<file path="src/design/mpd_pkg.sv">
package mpd_pkg;

   // header byte values
   localparam logic [7:0] HDR_A = 8'd184;
   localparam logic [7:0] HDR_B = 8'd183;

   // valid motor id range
   localparam logic [7:0] ID_MIN = 8'd1;
   localparam logic [7:0] ID_MAX = 8'd4;

   // packet byte positions of the captured fields
   localparam logic [7:0] IDX_RPM_LO = 8'd5;
   localparam logic [7:0] IDX_RPM_HI = 8'd6;
   localparam logic [7:0] IDX_POS_B0 = 8'd15;
   localparam logic [7:0] IDX_POS_B1 = 8'd16;
   localparam logic [7:0] IDX_POS_B2 = 8'd17;
   localparam logic [7:0] IDX_POS_B3 = 8'd18;
   localparam logic [7:0] IDX_MAX    = 8'd255;

   // register reset values and default data limit
   localparam logic [7:0] MAIN_PID_RESET    = 8'd193;
   localparam logic [3:0] ERROR_LIMIT_RESET = 4'd10;
   localparam int         DATA_LIMIT_DEFAULT = 32;

   // register indexes
   localparam logic [7:0] CSR_MAIN_DATA_PID = 8'd0;
   localparam logic [7:0] CSR_ERROR_LIMIT   = 8'd1;

   // result status codes
   localparam logic [2:0] ST_MAIN_GOOD  = 3'd0;
   localparam logic [2:0] ST_OTHER_GOOD = 3'd1;
   localparam logic [2:0] ST_CSUM_BAD   = 3'd2;
   localparam logic [2:0] ST_ERR_LIMIT  = 3'd3;
   localparam logic [2:0] ST_OVERRUN    = 3'd4;

   typedef struct packed {
      logic [2:0]         status;
      logic [2:0]         wheel_id;
      logic signed [15:0] motor_rpm;
      logic signed [31:0] motor_position;
   } result_type;

endpackage

</file>
<file path="src/design/mpd_parser.sv">
module mpd_parser
   import mpd_pkg::*;
#(
   parameter int DATA_LIMIT = DATA_LIMIT_DEFAULT
) (
   input  logic       clock,
   input  logic       reset,
   input  logic       byte_take,
   input  logic [7:0] rx_byte,
   input  logic [7:0] main_data_pid,
   input  logic [3:0] error_limit,
   output logic       res_valid,
   output result_type res
);

   // parse step codes
   localparam logic [2:0] STEP_HDR  = 3'd0;
   localparam logic [2:0] STEP_ID   = 3'd1;
   localparam logic [2:0] STEP_PID  = 3'd2;
   localparam logic [2:0] STEP_LEN  = 3'd3;
   localparam logic [2:0] STEP_DATA = 3'd4;
   localparam logic [2:0] STEP_CSUM = 3'd5;

   localparam logic [7:0] DATA_LIMIT_B = 8'(DATA_LIMIT);

   logic [2:0]  step_ff, step_in;
   logic [1:0]  header_count_ff, header_count_in;
   logic [7:0]  running_sum_ff, running_sum_in;
   logic [7:0]  byte_index_ff, byte_index_in;
   logic [7:0]  data_expected_ff, data_expected_in;
   logic [7:0]  data_seen_ff, data_seen_in;
   logic [3:0]  error_run_ff, error_run_in;
   logic [2:0]  packet_id_ff, packet_id_in;
   logic [7:0]  packet_pid_ff, packet_pid_in;
   logic [15:0] rpm_ff, rpm_in;
   logic [31:0] position_ff, position_in;

   logic [7:0] sum_next;
   logic [7:0] index_next;
   logic [1:0] header_inc;
   logic [7:0] seen_inc;
   logic [3:0] limit;
   logic       counted_error;
   logic       clear_pkt;

   assign sum_next   = running_sum_ff + rx_byte;
   assign index_next = (byte_index_ff == IDX_MAX) ? byte_index_ff : byte_index_ff + 8'd1;
   assign header_inc = header_count_ff + 2'd1;
   assign seen_inc   = data_seen_ff + 8'd1;
   assign limit      = (error_limit == 4'd0) ? 4'd1 : error_limit;

   // per-byte parse and result decision
   always_comb begin
      step_in          = step_ff;
      header_count_in  = header_count_ff;
      running_sum_in   = running_sum_ff;
      byte_index_in    = byte_index_ff;
      data_expected_in = data_expected_ff;
      data_seen_in     = data_seen_ff;
      error_run_in     = error_run_ff;
      packet_id_in     = packet_id_ff;
      packet_pid_in    = packet_pid_ff;
      rpm_in           = rpm_ff;
      position_in      = position_ff;
      counted_error    = 1'b0;
      clear_pkt        = 1'b0;
      res_valid        = 1'b0;
      res              = '0;

      unique case (step_ff)
         STEP_HDR: begin
            if (rx_byte == HDR_A || rx_byte == HDR_B) begin
               running_sum_in = sum_next;
               byte_index_in  = index_next;
               error_run_in   = 4'd0;
               if (header_inc >= 2'd2) begin
                  header_count_in = 2'd0;
                  step_in         = STEP_ID;
               end else begin
                  header_count_in = header_inc;
               end
            end else begin
               clear_pkt     = 1'b1;
               error_run_in  = error_run_ff + 4'd1;
               counted_error = 1'b1;
            end
         end
         STEP_ID: begin
            if (rx_byte >= ID_MIN && rx_byte <= ID_MAX) begin
               packet_id_in   = rx_byte[2:0];
               running_sum_in = sum_next;
               byte_index_in  = index_next;
               error_run_in   = 4'd0;
               step_in        = STEP_PID;
            end else begin
               clear_pkt     = 1'b1;
               error_run_in  = error_run_ff + 4'd1;
               counted_error = 1'b1;
            end
         end
         STEP_PID: begin
            packet_pid_in  = rx_byte;
            running_sum_in = sum_next;
            byte_index_in  = index_next;
            step_in        = STEP_LEN;
         end
         STEP_LEN: begin
            data_expected_in = rx_byte;
            data_seen_in     = 8'd0;
            running_sum_in   = sum_next;
            byte_index_in    = index_next;
            step_in          = STEP_DATA;
         end
         STEP_DATA: begin
            // little-endian capture of rpm and position bytes
            case (byte_index_ff)
               IDX_RPM_LO: rpm_in[7:0]        = rx_byte;
               IDX_RPM_HI: rpm_in[15:8]       = rx_byte;
               IDX_POS_B0: position_in[7:0]   = rx_byte;
               IDX_POS_B1: position_in[15:8]  = rx_byte;
               IDX_POS_B2: position_in[23:16] = rx_byte;
               IDX_POS_B3: position_in[31:24] = rx_byte;
               default: ;
            endcase
            running_sum_in = sum_next;
            byte_index_in  = index_next;
            data_seen_in   = seen_inc;
            if (seen_inc >= DATA_LIMIT_B) begin
               clear_pkt    = 1'b1;
               res_valid    = 1'b1;
               res.status   = ST_OVERRUN;
               res.wheel_id = packet_id_ff;
            end else if (seen_inc >= data_expected_ff) begin
               step_in = STEP_CSUM;
            end
         end
         STEP_CSUM: begin
            clear_pkt    = 1'b1;
            res_valid    = 1'b1;
            res.wheel_id = packet_id_ff;
            if (sum_next != 8'd0) begin
               res.status = ST_CSUM_BAD;
            end else if (packet_pid_ff == main_data_pid) begin
               res.status         = ST_MAIN_GOOD;
               res.motor_rpm      = rpm_ff;
               res.motor_position = position_ff;
            end else begin
               res.status = ST_OTHER_GOOD;
            end
         end
         default: begin
            clear_pkt = 1'b1;
         end
      endcase

      // run of header or id errors hit the limit
      if (counted_error && error_run_in == limit) begin
         error_run_in = 4'd0;
         clear_pkt    = 1'b1;
         res_valid    = 1'b1;
         res          = '0;
         res.status   = ST_ERR_LIMIT;
      end

      // drop all packet state at packet end or abort
      if (clear_pkt) begin
         step_in          = STEP_HDR;
         header_count_in  = 2'd0;
         running_sum_in   = 8'd0;
         byte_index_in    = 8'd0;
         data_expected_in = 8'd0;
         data_seen_in     = 8'd0;
         packet_id_in     = 3'd0;
         packet_pid_in    = 8'd0;
         rpm_in           = 16'd0;
         position_in      = 32'd0;
      end
   end

   // parse state, advanced once per accepted byte
   always_ff @(posedge clock) begin
      if (reset) begin
         step_ff          <= STEP_HDR;
         header_count_ff  <= 2'd0;
         running_sum_ff   <= 8'd0;
         byte_index_ff    <= 8'd0;
         data_expected_ff <= 8'd0;
         data_seen_ff     <= 8'd0;
         error_run_ff     <= 4'd0;
         packet_id_ff     <= 3'd0;
         packet_pid_ff    <= 8'd0;
         rpm_ff           <= 16'd0;
         position_ff      <= 32'd0;
      end else if (byte_take) begin
         step_ff          <= step_in;
         header_count_ff  <= header_count_in;
         running_sum_ff   <= running_sum_in;
         byte_index_ff    <= byte_index_in;
         data_expected_ff <= data_expected_in;
         data_seen_ff     <= data_seen_in;
         error_run_ff     <= error_run_in;
         packet_id_ff     <= packet_id_in;
         packet_pid_ff    <= packet_pid_in;
         rpm_ff           <= rpm_in;
         position_ff      <= position_in;
      end
   end

`ifndef SYNTHESIS
   // packet id register only ever holds zero or a legal motor id
   assert property (@(posedge clock) disable iff (reset)
      packet_id_ff <= ID_MAX[2:0])
      else $error("packet id out of range");

   // a checksum step is only reached with both headers seen and length taken
   assert property (@(posedge clock) disable iff (reset)
      step_ff == STEP_CSUM |-> byte_index_ff >= 8'd5)
      else $error("checksum step reached too early");

   // error run is never left equal to the limit after a counted error byte
   assert property (@(posedge clock) disable iff (reset)
      $past(byte_take) && $past(counted_error) && !$past(reset)
         |-> error_run_ff != $past(limit))
      else $error("error run not cleared at limit");
`endif

endmodule

</file>
<file path="src/design/mpd_out_stage.sv">
module mpd_out_stage
   import mpd_pkg::*;
(
   input  logic       clock,
   input  logic       reset,
   input  logic       push,
   input  result_type push_data,
   output logic       push_ready,
   output logic       out_valid,
   input  logic       out_ready,
   output result_type out_data
);

   logic       out_valid_ff, out_valid_in;
   logic       skid_valid_ff, skid_valid_in;
   result_type out_data_ff, out_data_in;
   result_type skid_data_ff, skid_data_in;
   logic       pop;

   assign pop        = out_valid_ff && out_ready;
   assign push_ready = !skid_valid_ff;
   assign out_valid  = out_valid_ff;
   assign out_data   = out_data_ff;

   // output register with one skid entry behind it
   always_comb begin
      out_valid_in  = out_valid_ff;
      out_data_in   = out_data_ff;
      skid_valid_in = skid_valid_ff;
      skid_data_in  = skid_data_ff;
      if (!out_valid_ff || pop) begin
         if (skid_valid_ff) begin
            out_valid_in  = 1'b1;
            out_data_in   = skid_data_ff;
            skid_valid_in = push;
            skid_data_in  = push_data;
         end else begin
            out_valid_in = push;
            out_data_in  = push_data;
         end
      end else if (push) begin
         skid_valid_in = 1'b1;
         skid_data_in  = push_data;
      end
   end

   // occupancy flags
   always_ff @(posedge clock) begin
      if (reset) begin
         out_valid_ff  <= 1'b0;
         skid_valid_ff <= 1'b0;
      end else begin
         out_valid_ff  <= out_valid_in;
         skid_valid_ff <= skid_valid_in;
      end
   end

   // result payload
   always_ff @(posedge clock) begin
      out_data_ff  <= out_data_in;
      skid_data_ff <= skid_data_in;
   end

`ifndef SYNTHESIS
   // skid entry only holds a result while the output register is full
   assert property (@(posedge clock) disable iff (reset)
      skid_valid_ff |-> out_valid_ff)
      else $error("skid full with output empty");

   // no new result may arrive while the skid entry is occupied
   assert property (@(posedge clock) disable iff (reset)
      push |-> !skid_valid_ff)
      else $error("result pushed into full buffer");

   // an error-limit result never carries a motor id or data
   assert property (@(posedge clock) disable iff (reset)
      out_valid_ff && out_data_ff.status == ST_ERR_LIMIT
         |-> out_data_ff.wheel_id == 3'd0 && out_data_ff.motor_position == 32'sd0)
      else $error("error-limit result with payload");

   // a good main data result always names a legal wheel
   assert property (@(posedge clock) disable iff (reset)
      out_valid_ff && out_data_ff.status == ST_MAIN_GOOD
         |-> out_data_ff.wheel_id != 3'd0)
      else $error("main data result without wheel id");
`endif

endmodule

</file>
<file path="src/design/motor_packet_deframer.sv">
// Motor packet deframer.
// req channel: one received serial byte per request (req_rx_byte). Each byte
// advances the packet parser: two header bytes, motor id, pid, length, data
// bytes, checksum. rsp channel: at most one result per byte, carrying status,
// wheel id, rpm and position; rpm and position are nonzero only for a good
// main data packet. csr channel: register writes, index 0 sets the main data
// pid, index 1 the consecutive-error limit; csr_ready is always high and
// other indexes are ignored. Write registers only while the block is idle.
// Throughput: one byte per cycle while req_ready is high. The parse is
// combinational from the packet state registers; its result is registered
// in the output register, or in the skid entry if that is full and unread.
// Stalls: results go into an output register with one skid entry behind it;
// req_ready stays high while that skid entry is free, so bytes keep flowing
// with one result waiting, and drops only when two results are waiting.
// Reset (synchronous, active high): main data pid 193, error limit 10,
// parser hunting for a header, no results pending. No clearing pass is needed;
// the block takes requests as soon as reset is released.
module motor_packet_deframer
   import mpd_pkg::*;
#(
   parameter int DATA_LIMIT = DATA_LIMIT_DEFAULT
) (
   input  logic               clock,
   input  logic               reset,
   input  logic               req_valid,
   output logic               req_ready,
   input  logic [7:0]         req_rx_byte,
   output logic               rsp_valid,
   input  logic               rsp_ready,
   output logic [2:0]         rsp_status,
   output logic [2:0]         rsp_wheel_id,
   output logic signed [15:0] rsp_motor_rpm,
   output logic signed [31:0] rsp_motor_position,
   input  logic               csr_valid,
   output logic               csr_ready,
   input  logic [7:0]         csr_index,
   input  logic [7:0]         csr_data
);

   logic [7:0] main_data_pid_ff;
   logic [3:0] error_limit_ff;
   logic       req_take;
   logic       res_valid;
   result_type res;
   result_type rsp_data;

   assign csr_ready = 1'b1;
   assign req_take  = req_valid && req_ready;

   // configuration registers
   always_ff @(posedge clock) begin
      if (reset) begin
         main_data_pid_ff <= MAIN_PID_RESET;
         error_limit_ff   <= ERROR_LIMIT_RESET;
      end else if (csr_valid) begin
         unique case (csr_index)
            CSR_MAIN_DATA_PID: main_data_pid_ff <= csr_data;
            CSR_ERROR_LIMIT:   error_limit_ff   <= csr_data[3:0];
            default: ;
         endcase
      end
   end

   // packet parser
   mpd_parser #(
      .DATA_LIMIT (DATA_LIMIT)
   ) u_parser (
      .clock         (clock),
      .reset         (reset),
      .byte_take     (req_take),
      .rx_byte       (req_rx_byte),
      .main_data_pid (main_data_pid_ff),
      .error_limit   (error_limit_ff),
      .res_valid     (res_valid),
      .res           (res)
   );

   // result buffering
   mpd_out_stage u_out (
      .clock      (clock),
      .reset      (reset),
      .push       (req_take && res_valid),
      .push_data  (res),
      .push_ready (req_ready),
      .out_valid  (rsp_valid),
      .out_ready  (rsp_ready),
      .out_data   (rsp_data)
   );

   assign rsp_status         = rsp_data.status;
   assign rsp_wheel_id       = rsp_data.wheel_id;
   assign rsp_motor_rpm      = rsp_data.motor_rpm;
   assign rsp_motor_position = rsp_data.motor_position;

endmodule
</file>
<file path="config.mk">
export PLATFORM = sky130hd
export DESIGN_NAME = motor_packet_deframer
export DESIGN_NICKNAME = d
export VERILOG_FILES = /design/src/design/mpd_pkg.sv /design/src/design/mpd_parser.sv /design/src/design/mpd_out_stage.sv /design/src/design/motor_packet_deframer.sv
export SDC_FILE = /design/constraint.sdc
export NUM_CORES = 1
export LEC_CHECK = 0
export BUFFER_PORTS_ARGS = -buffer_cell sky130_fd_sc_hd__buf_2
export CORE_MARGIN = 1.5
export CORE_UTILIZATION = 60
export DETAILED_ROUTE_END_ITERATION = 7
export PLACE_DENSITY = 0.8
export RECOVER_POWER = 100
export SLEW_MARGIN = 20
export SYNTH_ARGS = -nofsm -noshare
export SYNTH_HDL_FRONTEND = slang
export SYNTH_SLANG_ARGS = --single-unit
</file>
<file path="constraint.sdc">
create_clock -name clock -period 11.2 [get_ports clock]
set_input_delay 2.24 -clock clock [delete_from_list [all_inputs] [get_ports clock]]
set_output_delay 2.24 -clock clock [all_outputs]
set_load 0.02 [all_outputs]
</file>
==> reports/metrics.cfg, run 1 <==
[clocking]
cts-buffers-inserted = 22
clk_pin_slew_ps = 60
cts_htree_levels = 1
cts_sinks = 222
hold_buffers = 0
ctsRootBufferMaster = clkbuf_16
post-cts-setup-buffers = 0
cts_tree = yes
cts_buffer_depth = 3
clk_latency_ps = 510
postCtsResizedCells = 0

[worst_hold_path]
min-delay-start = u_parser.running_sum_ff[3]
holdPathStages = 2
holdPathEnd = u_parser.running_sum_ff[3]
hp-class = reg -> reg

[synth]
synth_area_mm2 = 0.00992
synth_xor_area_frac = 0.0203
ys_warn_count = 0
synth_flop_cell = dfxtp_1
synth.distinct_cells = 66
synth_edf_count = 108
synth_top_family_by_area = simple AND/OR/NAND/NOR gates
yosys.area_share.simple = 0.191
synth_fp_nets = 992
syn_area_per_cell_um2 = 10.6
synthAdderAreaFrac = 0.0310
syn_inst = 939
seq_area_frac_synth = 0.557
synth_seq_cells = 222
async_flop_share = 0
synth_compound_area_frac = 0.142
synth.area.mux_share = 0.0247

[timing]
finalSetupTns_ps = 0
fin_crit_sh = 0.606
fin_skew_ps = 21.5
hold_viol = 0
relSlewSlack = -0.992
report.final.setup_viol = 0
tightest_slew_ps = 2960
fmax_mhz = 147
period_minus_slack_ps = 6790
slew_viol_final = 304
rsz0062_at_grt = false

[die]
die_y_um = 132
start_util = 0.620
io_pins = 86
core_area_mm2 = 0.0160
rows = 46
fp.dieW_um = 132
dieArea_mm2 = 0.0173

[run_status]
status = finished with violations
violations = max-capacitance violations, max-slew violations

[global_routing]
antenna_found_initial = 0
grt_pass1_wl_um = 33600
grt_max_degree = 59
grt_overflow_total = 0
grt_pass1_vias = 6610
grt_util_all_layers = 0.238

[worst_setup_path]
end_kind = flop
reg2reg_depth = 5
crit_arrival_ps = 6870
critPathLaunchType = input pin
timing.reg2reg.setup_slack_ps = 5930
crit_type = in -> reg
crit_required_ps = 11280
crit-reg2reg-capture = u_out.skid_data_ff[25]
r2r_start = u_out.out_valid
cp_max_fo = 58

[placement]
portBuffers = 84
place_area_mm2 = 0.0104
dp_hpwl_um = 13300
dp_cells = 1192
gp_congestion = 0.898

[cells_and_area]
drive_gt1_frac = 0.0935
diodes = 0
fin_area_mm2 = 0.0111
final_cells = 1232
area_growth_syn_to_layout_pct = 12.4
fin_nets = 1053
fill_cells = 1238

[routing]
routed_wl_um = 20400
ant_nets = 0
vias = 7171
first_pass_iters = 7
drt-wirelength-per-cell_um = 16.6
vias_per_cell = 5.82
first_iter_violations = 566
drc = 0

[job]
max-cap-violations = 7

[pwr]
power_density_mw_per_mm2 = 156
leakage_uw = 0.00421
ir_worst_vdd_mv = 0.174

==> where the power goes <==
group	total, µW	switching, µW	leakage (µW)	internal, µW
clock	830	299	0.000418	531
combinational	56.7	37.7	0.00158	19.0
sequential	847	1.71	0.00221	845
total	1730	339	0.00421	1400
==> layout by cell type, fill, tap and decap left out, types with 6 or more instances in the layout <==
cell,n
a211o_1,9
a211oi_1,8
a21oi_1,24
a22o_1,40
and2_0,32
and2_1,24
and3_1,7
buf_2,26
clkbuf_1,65
clkbuf_16,24
dfxtp_1,113
edfxtp_1,108
ha_1,23
inv_1,22
mux2_2,12
mux2i_1,11
nand2_1,143
nand2b_1,14
nand3_1,10
nand4_1,11
nor2_1,46
nor2b_1,20
nor3_1,13
o21ai_0,64
o22ai_1,22
o31ai_1,8
or3_1,6
xnor2_1,18
==> critical path, stage by stage <==
cell and delay (ps):
buf_2 70, nand2b_2 90, clkbuf_1 2080, nand2_1 130
nand2_1 850, clkbuf_1 1330
==> registers in the layout, summed over array words and instances (netlist names), 4 cells and up <==
| register | cells |
|---|---|
| u_out.out_data | 54 |
| u_parser.data_seen_ff | 8 |
| u_parser.data_expected_ff | 8 |
| u_parser.packet_pid_ff | 8 |
| u_parser.rpm_ff | 16 |
| main_data_pid_ff | 8 |
| error_limit_ff | 4 |
| u_parser.running_sum_ff | 8 |
| u_parser.error_run_ff | 4 |
| u_parser.position_ff | 32 |
| u_parser.byte_index_ff | 8 |
| u_out.skid_data_ff | 54 |
==> synth_stat cells (3+ instances only) <==
cell | instances | share of area
nand2_1 | 143 | 0.054
dfxtp_1 | 114 | 0.23
edfxtp_1 | 108 | 0.33
o21ai_0 | 62 | 0.031
and2_1 | 56 | 0.035
nor2_1 | 46 | 0.017
a22o_1 | 40 | 0.035
clkbuf_1 | 31 | 0.012
a21oi_1 | 23 | 0.012
ha_1 | 23 | 0.029
inv_1 | 22 | 0.0083
o22ai_1 | 22 | 0.014
nor2b_1 | 20 | 0.013
xnor2_1 | 18 | 0.016
nand2b_1 | 15 | 0.0095
nor3_1 | 13 | 0.0066
buf_2 | 12 | 0.0061
mux2_2 | 12 | 0.014
mux2i_1 | 11 | 0.011
nand4_1 | 11 | 0.0069
nand3_1 | 10 | 0.0050
a211o_1 | 9 | 0.0079
buf_1 | 9 | 0.0034
and3_1 | 7 | 0.0044
a211oi_1 | 6 | 0.0045
o31ai_1 | 6 | 0.0045
or2_2 | 6 | 0.0038
or3_1 | 6 | 0.0038
a21o_1 | 5 | 0.0038
and4_1 | 5 | 0.0044
nor3b_4 | 5 | 0.0095
nor4b_1 | 5 | 0.0044
or4_1 | 5 | 0.0038
xor2_1 | 5 | 0.0044
a22oi_1 | 3 | 0.0023
a31oi_1 | 3 | 0.0019
and4b_1 | 3 | 0.0030
o211ai_1 | 3 | 0.0023
==> worst max path at each step <==
stage	startpoint	to	cells after the start
after floorplan	req_rx_byte[2]	u_out.skid_data_ff[0]	8
after global placement	req_rx_byte[3]	u_out.skid_data_ff[37]	8
after detailed placement	req_rx_byte[1]	u_out.skid_data_ff[21]	8
after CTS	req_rx_byte[1]	u_out.skid_data_ff[21]	8
after global routing	rsp_ready	u_out.skid_data_ff[31]	6
final	rsp_ready	u_out.skid_data_ff[25]	6
==> layer usage <==
| layer | GRT usage | vias up | wire length [µm] |
|---|---|---|---|
| met5 | 0 | - | 0 |
| li1 | - | 3487 | - |
| met4 | 0.0716 | 0 | 450 |
| met2 | 0.399 | 234 | 9550 |
| met3 | 0.0297 | 40 | 1190 |
| met1 | 0.323 | 3410 | 9230 |
==> area by class of cell <==
class / count / area, µm² / share of cell area
Multi-Input combinational cell: 640 / 4030 / 0.362
Clock inverter: 10 / 183 / 0.0164
Timing Repair Buffer: 92 / 389 / 0.0349
Sequential cell: 222 / 5530 / 0.496
Inverter: 22 / 82.6 / 0.00741
Tap cell: 216 / 270 / 0.0243
Clock buffer: 30 / 663 / 0.0595
==> logic make-up (layout without fill, tap and decap cells) <==
family	after synthesis	count (layout)
AND/OR/NAND/NOR	364	364
flip-flops	222	222
AO/OA/AOI/OAI	205	205
buffers and inverters	77	154
adder cells (fa/ha/maj)	24	24
XOR/XNOR	23	23
multiplexers	23	23
other	1	1
==> per-stage QoR <==
| step | util | hold slack, ps | worst slack, ps | power [µW] |
|---|---|---|---|---|
| 2_1_floorplan | - | 428 | 5640 | 903 |
| 3_3_place_gp | 0.652 | 445 | 5690 | 920 |
| 3_5_place_dp | 0.652 | 451 | 5630 | 921 |
| 4_1_cts | 0.705 | 464 | 6120 | 1740 |
| 5_1_grt | 0.697 | 481 | 3690 | 1780 |
| 6_report | 0.697 | 458 | 4410 | 1730 |
Note: power is estimated with default switching activity, not from simulation.
==> run 2, diff against run 1 <==
Clock period 11.2 ns to 6.5 ns, I/O delays scaled along.
==> reports/metrics.cfg, run 2 (synthesis gave the netlist of run 1 again) <==
[cells_and_area]
drive_gt1_frac = 0.0905
layout_commonest_cell = nand2_1
area_growth_syn_to_layout_pct = 11.5
fin_area_mm2 = 0.0111
fin_nets = 1054
diodes = 0
final_cell_mix = nand2_1 (143), dfxtp_1 (113), edfxtp_1 (108)

[timing]
hold_viol = 0
rsz0062_at_grt = false
fin_crit_sh = 0.757
report.final.setup_viol = 0
period_minus_slack_ps = 4920
slew_viol_final = 204
fin_skew_ps = 10.0
finalSetupTns_ps = 0
tightest_slew_ps = 2520
fin_hold_ws_ps = 458
relSlewSlack = -0.681
fmax_mhz = 203

[pwr]
switching_share = 0.208
leakage_uw = 0.00416
ir_worst_vdd_mv = 0.215
p_sw_uw = 585
seqPwrFrac = 0.518
p_clk_frac = 0.447
internal-power_uw = 2230
power_density_mw_per_mm2 = 255
power_frac_comb = 0.035

[clocking]
cts_buffer_depth = 3
cts_htree_levels = 1
cts_sinks = 222
postCtsResizedCells = 0
hold_buffers = 0
ctsRootBufferMaster = clkbuf_16
clk_latency_ps = 510
post-cts-setup-buffers = 0
cts-buffers-inserted = 23
cts_tree = yes
clk_pin_slew_ps = 60

[die]
dieArea_mm2 = 0.0173
start_util = 0.620
die_y_um = 132
io_pins = 86
core_area_mm2 = 0.0160
rows = 46
fp.dieW_um = 132

[routing]
drt-wirelength-per-cell_um = 16.8
drc = 0
vias_per_cell = 5.80
first_pass_iters = 5
first_iter_violations = 643
routed_wl_um = 20800
vias = 7146
ant_nets = 0

[global_routing]
grt_max_degree = 58
antenna_found_initial = 0
grt_util_all_layers = 0.240
grt_overflow_total = 0
grt_pass1_wl_um = 33900
grt_pass1_vias = 6665

[placement]
gp_congestion = 0.864
portBuffers = 84
dp_hpwl_um = 13500
place_area_mm2 = 0.0104

[worst_setup_path]
crit_arrival_ps = 5160
crit_required_ps = 6740
crit_type = reg -> reg
end_kind = flop
cp_max_fo = 56
critPathLaunchType = flop

[run_status]
violations = max-capacitance violations, max-slew violations
status = finished with violations

[worst_hold_path]
hp-class = reg -> reg

[job]
max-cap-violations = 4

## run 2: changes by cell type in the layout (fill, tap and decap cells not counted), moves of 2 or more
cell,delta
and2_0,-2
and2_1,+2
clkbuf_1,+5
bufinv_16,-4
clkinv_4,-2
o21ai_0,-2
## run 2: routing by layer
layer  routed length, µm  vias up  track usage  part of all wire
met3                1230       51       0.0363             0.059
met4                 657        0       0.0864             0.032
met1                9330     3350        0.325              0.45
li1                    -     3498            -                 -
met2                9550      247        0.392              0.46
met5                   0        -            0                 0
## run 2: cell type report
class	instances	area (µm²)
clock buffers	35	661
repair buffers	92	393
inverters	22	82.6
fillers	1252	4950
clock inverters	6	71.3
well taps	216	270
flip-flops and latches	222	5530
multi-input cells	640	4050
## run 2: stage by stage
| step | util | setup WS [ps] | total power, µW | std cells |
|---|---|---|---|---|
| after floorplan | - | 1880 | 1560 | 939 |
| after global placement | 0.652 | 1870 | 1590 | 1192 |
| after detailed placement | 0.652 | 1820 | 1590 | 1192 |
| after CTS | 0.698 | 2370 | 2840 | 1233 |
| after global routing | 0.691 | 1190 | 2900 | 1233 |
| final | 0.691 | 1580 | 2820 | 1233 |
## run 2: final timing paths
| kind | start | end | slack (ps) | cells past startpoint |
|---|---|---|---|---|
| setup / recovery | u_out.skid_valid_ff | u_out.skid_data_ff[7] | 1580 | 5 |
| hold / removal | u_parser.header_count_ff[1] | u_parser.header_count_ff[1] | 460 | 2 |
| setup reg to reg | u_out.skid_valid_ff | u_out.skid_data_ff[7] | 1580 | 5 |
| hold reg to reg | u_parser.header_count_ff[1] | u_parser.header_count_ff[1] | 460 | 2 |
## run 2: power groups by stage
stage / Combinational [µW] / Clock [µW] / Sequential [µW]
finish: 98.7 / 1260 / 1460
global route: 108 / 1330 / 1460
CTS: 98.8 / 1280 / 1460
detailed placement: 98.2 / 0 / 1490
global placement: 96.5 / 0 / 1490
floorplan: 67.5 / 0 / 1490
## run 2: critical path, stage by stage (launching register included)
cell	delay [ps]
dfxtp_2	310
clkbuf_1	1780
nand2b_1	960
a211o_1	190
nand2_1	810
buf_4	570
